File: src/rtl/eprc_pkg.sv
// Shared types, constants and speed tables for the encoder position ramp controller.
`timescale 1ns / 1ps

package eprc_pkg;

  localparam int POS_W       = 24;
  localparam int SPEED_W     = 14;
  localparam int TICK_W      = 16;
  localparam int STEP_W      = 6;
  localparam int PHASE_W     = 3;
  localparam int STEP_LEVELS = 32;
  localparam int TABLE_LEN   = 32;
  localparam int TABLE_IDX_W = 5;

  // Divide by constant through multiply by reciprocal: floor(x * RECIP / 2^RECIP_SHIFT).
  // Exact for x < 2^24, because RECIP * D - 2^RECIP_SHIFT = 52 and 52 * 2^24 < 2^31.
  localparam int RECIP_W     = 25;
  localparam int RECIP_SHIFT = 31;
  localparam int PROD_W      = POS_W + RECIP_W;
  localparam int QUOT_W      = PROD_W - RECIP_SHIFT;
  localparam logic [RECIP_W-1:0] RECIP_TRAVEL = 25'd21474837; // 1/100
  localparam logic [RECIP_W-1:0] RECIP_ERR    = 25'd28633116; // 1/75

  // Phase codes of the tick sequence.
  localparam logic [PHASE_W-1:0] PH_IDLE  = 3'd0;
  localparam logic [PHASE_W-1:0] PH_STEP  = 3'd1;
  localparam logic [PHASE_W-1:0] PH_SPEED = 3'd2;
  localparam logic [PHASE_W-1:0] PH_WAIT  = 3'd3;
  localparam logic [PHASE_W-1:0] PH_STOP  = 3'd4;

  // Configuration register indexes.
  localparam int CFG_IDX_W = 2;
  localparam logic [CFG_IDX_W-1:0] CFG_FULL_TRAVEL    = 2'd0;
  localparam logic [CFG_IDX_W-1:0] CFG_SPEED_MODE     = 2'd1;
  localparam logic [CFG_IDX_W-1:0] CFG_ACCEL_INTERVAL = 2'd2;

  localparam logic [POS_W-1:0]  RST_FULL_TRAVEL    = 24'd100000;
  localparam logic [TICK_W-1:0] RST_ACCEL_INTERVAL = 16'd150;
  localparam logic [SPEED_W-1:0] MAX_PERIOD        = 14'd14336;

  localparam logic [SPEED_W-1:0] LIN_PERIOD [TABLE_LEN] = '{
    14'd448, 14'd224, 14'd149, 14'd112, 14'd89, 14'd74, 14'd64, 14'd56,
    14'd49,  14'd44,  14'd40,  14'd37,  14'd34, 14'd32, 14'd29, 14'd28,
    14'd26,  14'd24,  14'd23,  14'd22,  14'd21, 14'd20, 14'd19, 14'd18,
    14'd17,  14'd17,  14'd16,  14'd16,  14'd15, 14'd14, 14'd14, 14'd14
  };

  localparam logic [SPEED_W-1:0] EXP_PERIOD [TABLE_LEN] = '{
    14'd14336, 14'd3584, 14'd1593, 14'd896, 14'd573, 14'd398, 14'd293, 14'd224,
    14'd177,   14'd143,  14'd118,  14'd100, 14'd85,  14'd73,  14'd64,  14'd56,
    14'd50,    14'd44,   14'd40,   14'd36,  14'd33,  14'd30,  14'd27,  14'd25,
    14'd23,    14'd21,   14'd20,   14'd18,  14'd17,  14'd16,  14'd15,  14'd14
  };

  typedef struct packed {
    logic [POS_W-1:0]  full_travel;
    logic              speed_mode;
    logic [TICK_W-1:0] accel_interval;
  } cfg_t;

  typedef struct packed {
    logic accept;   // latch input item, merge event, advance tick count
    logic mul;      // run the shared reciprocal multiplier
    logic exec;     // run one phase of the tick sequence
    logic fin;      // settle direction and load the output register
  } dp_cmd_t;

  typedef struct packed {
    logic out_free;
  } dp_status_t;

  // Speed command for step n (1..STEP_LEVELS); 0 stops the motor.
  function automatic logic [SPEED_W-1:0] speed_for(input logic mode,
                                                    input logic [STEP_W-1:0] n);
    logic [TABLE_IDX_W-1:0] idx;
    logic [SPEED_W-1:0]     val;
    idx = (n > STEP_W'(TABLE_LEN)) ? TABLE_IDX_W'(TABLE_LEN - 1)
                                   : TABLE_IDX_W'(n - STEP_W'(1));
    if (n == '0) begin
      val = '0;
    end else if (mode) begin
      val = EXP_PERIOD[idx];
    end else begin
      val = LIN_PERIOD[idx];
    end
    return val;
  endfunction

endpackage

File: src/rtl/eprc_ctrl.sv
// Sequencer for the per-item steps of the encoder position ramp controller.
`timescale 1ns / 1ps

module eprc_ctrl import eprc_pkg::*; (
  input  logic       clk,
  input  logic       rst_n,
  input  logic       in_valid,
  output logic       in_stall,
  input  dp_status_t status,
  output dp_cmd_t    cmd
);

  localparam logic [1:0] S_IDLE = 2'd0;
  localparam logic [1:0] S_MUL  = 2'd1;
  localparam logic [1:0] S_EXEC = 2'd2;
  localparam logic [1:0] S_FIN  = 2'd3;

  logic [1:0] state_r;
  logic [1:0] state_nxt;

  always_comb begin
    cmd       = '0;
    state_nxt = state_r;
    case (state_r)
      S_IDLE: begin
        if (in_valid) begin
          cmd.accept = 1'b1;
          state_nxt  = S_MUL;
        end
      end
      S_MUL: begin
        cmd.mul   = 1'b1;
        state_nxt = S_EXEC;
      end
      S_EXEC: begin
        cmd.exec  = 1'b1;
        state_nxt = S_FIN;
      end
      S_FIN: begin
        // hold until the output register can take the item
        if (status.out_free) begin
          cmd.fin   = 1'b1;
          state_nxt = S_IDLE;
        end
      end
      default: begin
        state_nxt = S_IDLE;
      end
    endcase
  end

  assign in_stall = (state_r != S_IDLE);

  always_ff @(posedge clk) begin
    if (!rst_n) begin
      state_r <= S_IDLE;
    end else begin
      state_r <= state_nxt;
    end
  end

endmodule

File: config.mk
export PLATFORM = sky130hd
export DESIGN_NAME = eprc_ctrl
export DESIGN_NICKNAME = d
export VERILOG_FILES = /design/src/rtl/eprc_pkg.sv /design/src/rtl/eprc_ctrl.sv
export SDC_FILE = /design/constraint.sdc
export NUM_CORES = 1
export LEC_CHECK = 0
export BUFFER_PORTS_ARGS = -buffer_cell sky130_fd_sc_hd__buf_4
export CAP_MARGIN = 20
export CORE_AREA = 2 2 39 41
export CTS_BUF_LIST = sky130_fd_sc_hd__clkbuf_8
export DETAILED_ROUTE_END_ITERATION = 6
export DIE_AREA = 0 0 41 43
export SLEW_MARGIN = 25
export SYNTH_ARGS = -nofsm -noshare
export SYNTH_HDL_FRONTEND = slang
export SYNTH_SLANG_ARGS = --single-unit
File: constraint.sdc
create_clock -name clk -period 1 [get_ports clk]
set_input_delay 0.15 -clock clk [delete_from_list [all_inputs] [get_ports clk]]
set_output_delay 0.15 -clock clk [all_outputs]
set_load 0.005 [all_outputs]
==> impl_metrics.ini <==
[run_status]
status = complete, but fails checks
violations = negative setup slack

[setup_path]
path_class = register to primary output
max_stage_delay_ns = 0.35
crit_path_start_kind = register
cp.required_ns = 0.85
path_cells = ha_2, and2_2, buf_4
cp.arrival_ns = 1.00
cp.depth = 3
critical_path_buf_inv_count = 1
cp-end-kind = primary output
cpMaxStageDelayCell = dfxtp_4
cp_max_fo = 3
reg2reg_depth = 6
crit_family = flip-flops

[clocking]
cts_buffers = 3
clock-sinks = 2
h-tree-depth = 1
cts_tree = yes
root_buffer = clkbuf_8
insertion_delay_ns = 0.21
path_clk_slew_ns = 0.03
postCtsHoldBufs = 0
cts_buffer_depth = 2

[placed_design]
hpwl_um = 286.5
io_buffers = 8
dpl_worst_slack_ns = -0.05758
dp.cells = 48
routabilityCongestion = 0.6190

[final_layout]
area_growth_pct = 135.4
largest_reg_flops = 2
multiInputGateArea_um2 = 165.2
fillerInstances = 147
top_register = state_r
utilization_pct = 30.65
antenna_cells = 0
seq_area_um2 = 45.04
layout_top_registers = state_r (2)
final_net_count = 49
stdcell_count = 54
final_layout_size_suffix_gt1_share_pct = 78.95

[timing]
skew_ns = 0.001343
finalHoldViolations = 0
tightestPinTransition_ns = 0.1737
worst_hold_slack_ns = 0.2266
rsz0062_at_grt = yes
fin_ws_ns = -0.1499
slew-limit-headroom_pct = 88.42
drv_slew = 0
fin_crit_ns = 1.150
period_share_pct = 115.0
setup_viol = 7
tns_ns = -0.8999
fmax_mhz = 869.6

[synth]
synth_ff_type = dfxtp_1
synth.yosys.seq_area_share_pct = 22.22
synth_common_cells = 5 x ha_1, 4 x inv_1, 3 x nand2_1
avgSynthCellArea_um2 = 9.009
synth_edf_count = 0
ys_ff_latch = 2
synthCells = 20
yosys.area.top_type = ha_1
synth_top_area_share_pct = 34.72
ys_top_cells_by_area = ha_1 35%, dfxtp_1 22%, mux2i_1 11%, inv_1 8.3%, o22ai_2 6.9%
synth_fp_nets = 29
synth_most_common_cell = ha_1
syn_area_um2 = 180.2
ys_async_sr_fraction_pct = 0
ys_warn_count = 0
yosys.cell_types.count = 9

[pwr]
internal_power_mw = 0.9483
swShare_pct = 30.50
power_density_mw_per_mm2 = 3217
power_frac_seq_pct = 13.3
p_sw_mw = 0.4162
peakVddDrop_v = 0.0005704
combPwrFrac_pct = 64.0
leakagePower_nw = 0.1918
p_clk_share_pct = 22.7

[floorplan]
pin_count = 9
die_w_um = 41
start_util_pct = 13.02
rows = 14
die_y_um = 43
core_region_area_mm2 = 0.001384
die_area_mm2 = 0.001763

[min_path]
min_path_cells = 3
hold_class = input port to register

[drt]
antenna_left = 0
drt_iter0_drc = 2
via_count = 198
routed_via_density = 3.667
drt-wirelength-per-cell_um = 7.630
wirelength_um = 412
route.detailed.drc = 0
firstDrtPassIters = 4

[job]
cap_viol_max_count = 0

[grt]
grt_use_total_pct = 6.313
grt_pass1_wl_um = 669
antenna_found_initial = 0
first_global_vias = 192
grt_max_degree = 5
grt_overflow = 0
[worst register-to-register path: cells and delay by family, from the launching register on]
| kind | cells | cell delay [ns] |
|---|---|---|
| buf+inv | 3 | 0.22 |
| mux | 1 | 0.20 |
| flops | 1 | 0.35 |
| fa+ha+maj | 1 | 0.13 |
| compound gates | 1 | 0.14 |
[cell usage in the layout, fill, tap and decap left out]
cell type and n:
dfxtp_2 1, and2_2 1, o22ai_4 1, buf_6 6, dfxtp_4 1, mux2i_1 2
nand2_1 3, ha_2 2, inv_4 1, inv_1 1, clkbuf_8 3, ha_4 2
and2_4 1, o21ai_1 1, buf_4 9, inv_2 2, ha_1 1
[power groups by stage]
stage / Sequential, mW / Clock (mW) / Combinational [mW]
finish: 0.181 / 0.310 / 0.873
global route: 0.188 / 0.339 / 0.970
CTS: 0.182 / 0.322 / 0.874
detailed placement: 0.155 / 0 / 0.533
global placement: 0.155 / 0 / 0.531
floorplan: 0.154 / 0 / 0.242
[metal layers]
layer  vias up  GRT usage (%)  share of wire (%)
met4         0          6.000                  0
met2         6          10.00                 58
met5         -              0                  0
met1        92          5.112                 36
li1        100              -                  -
met3         0          3.141                6.1
[repair_timing]
| action | 4_1_cts | 5_1_grt |
|---|---|---|
| cloned | 0 | 0 |
| endpoints found under the setup margin | 7 | 7 |
| setup buffers | 3 | 0 |
| pin swaps | 1 | 1 |
| gates resized for setup | 20 | 0 |
[metrics by stage]
stage	area, um^2	power (mW)
2_1_floorplan	181.4	0.3960
3_3_place_gp	291.5	0.6855
3_5_place_dp	291.5	0.6878
4_1_cts	424.2	1.379
5_1_grt	424.2	1.496
6_report	424.2	1.365
[layout make-up]
class | instances | area share, %
clock buffer | 3 | 9.735
inverter | 4 | 4.130
multi-input combinational | 14 | 38.94
sequential | 2 | 10.62
tap | 16 | 4.720
timing repair buffer | 15 | 31.86
[path summary, 6_finish.rpt]
path | startpoint | endpoint | slack (ns)
worst min register to register | state_r[1] | state_r[1] | 0.63
worst max-delay path | state_r[1] | cmd[0] | -0.15
worst min-delay path | rst_n | state_r[1] | 0.23
worst max register to register | state_r[1] | state_r[1] | -0.12
[logic make-up (layout without fill, tap and decap cells)]
kind of cell	count (synthesis)	after routing	share of synthesized area [%]
adder cells (fa/ha/maj)	5	5	34.72
flip-flops	2	2	22.22
AO/OA/AOI/OAI	2	2	9.718
AND/OR/NAND/NOR	5	5	13.89
multiplexers	2	2	11.11
buffers and inverters	4	22	8.331
(Power assumes the default switching activity.)
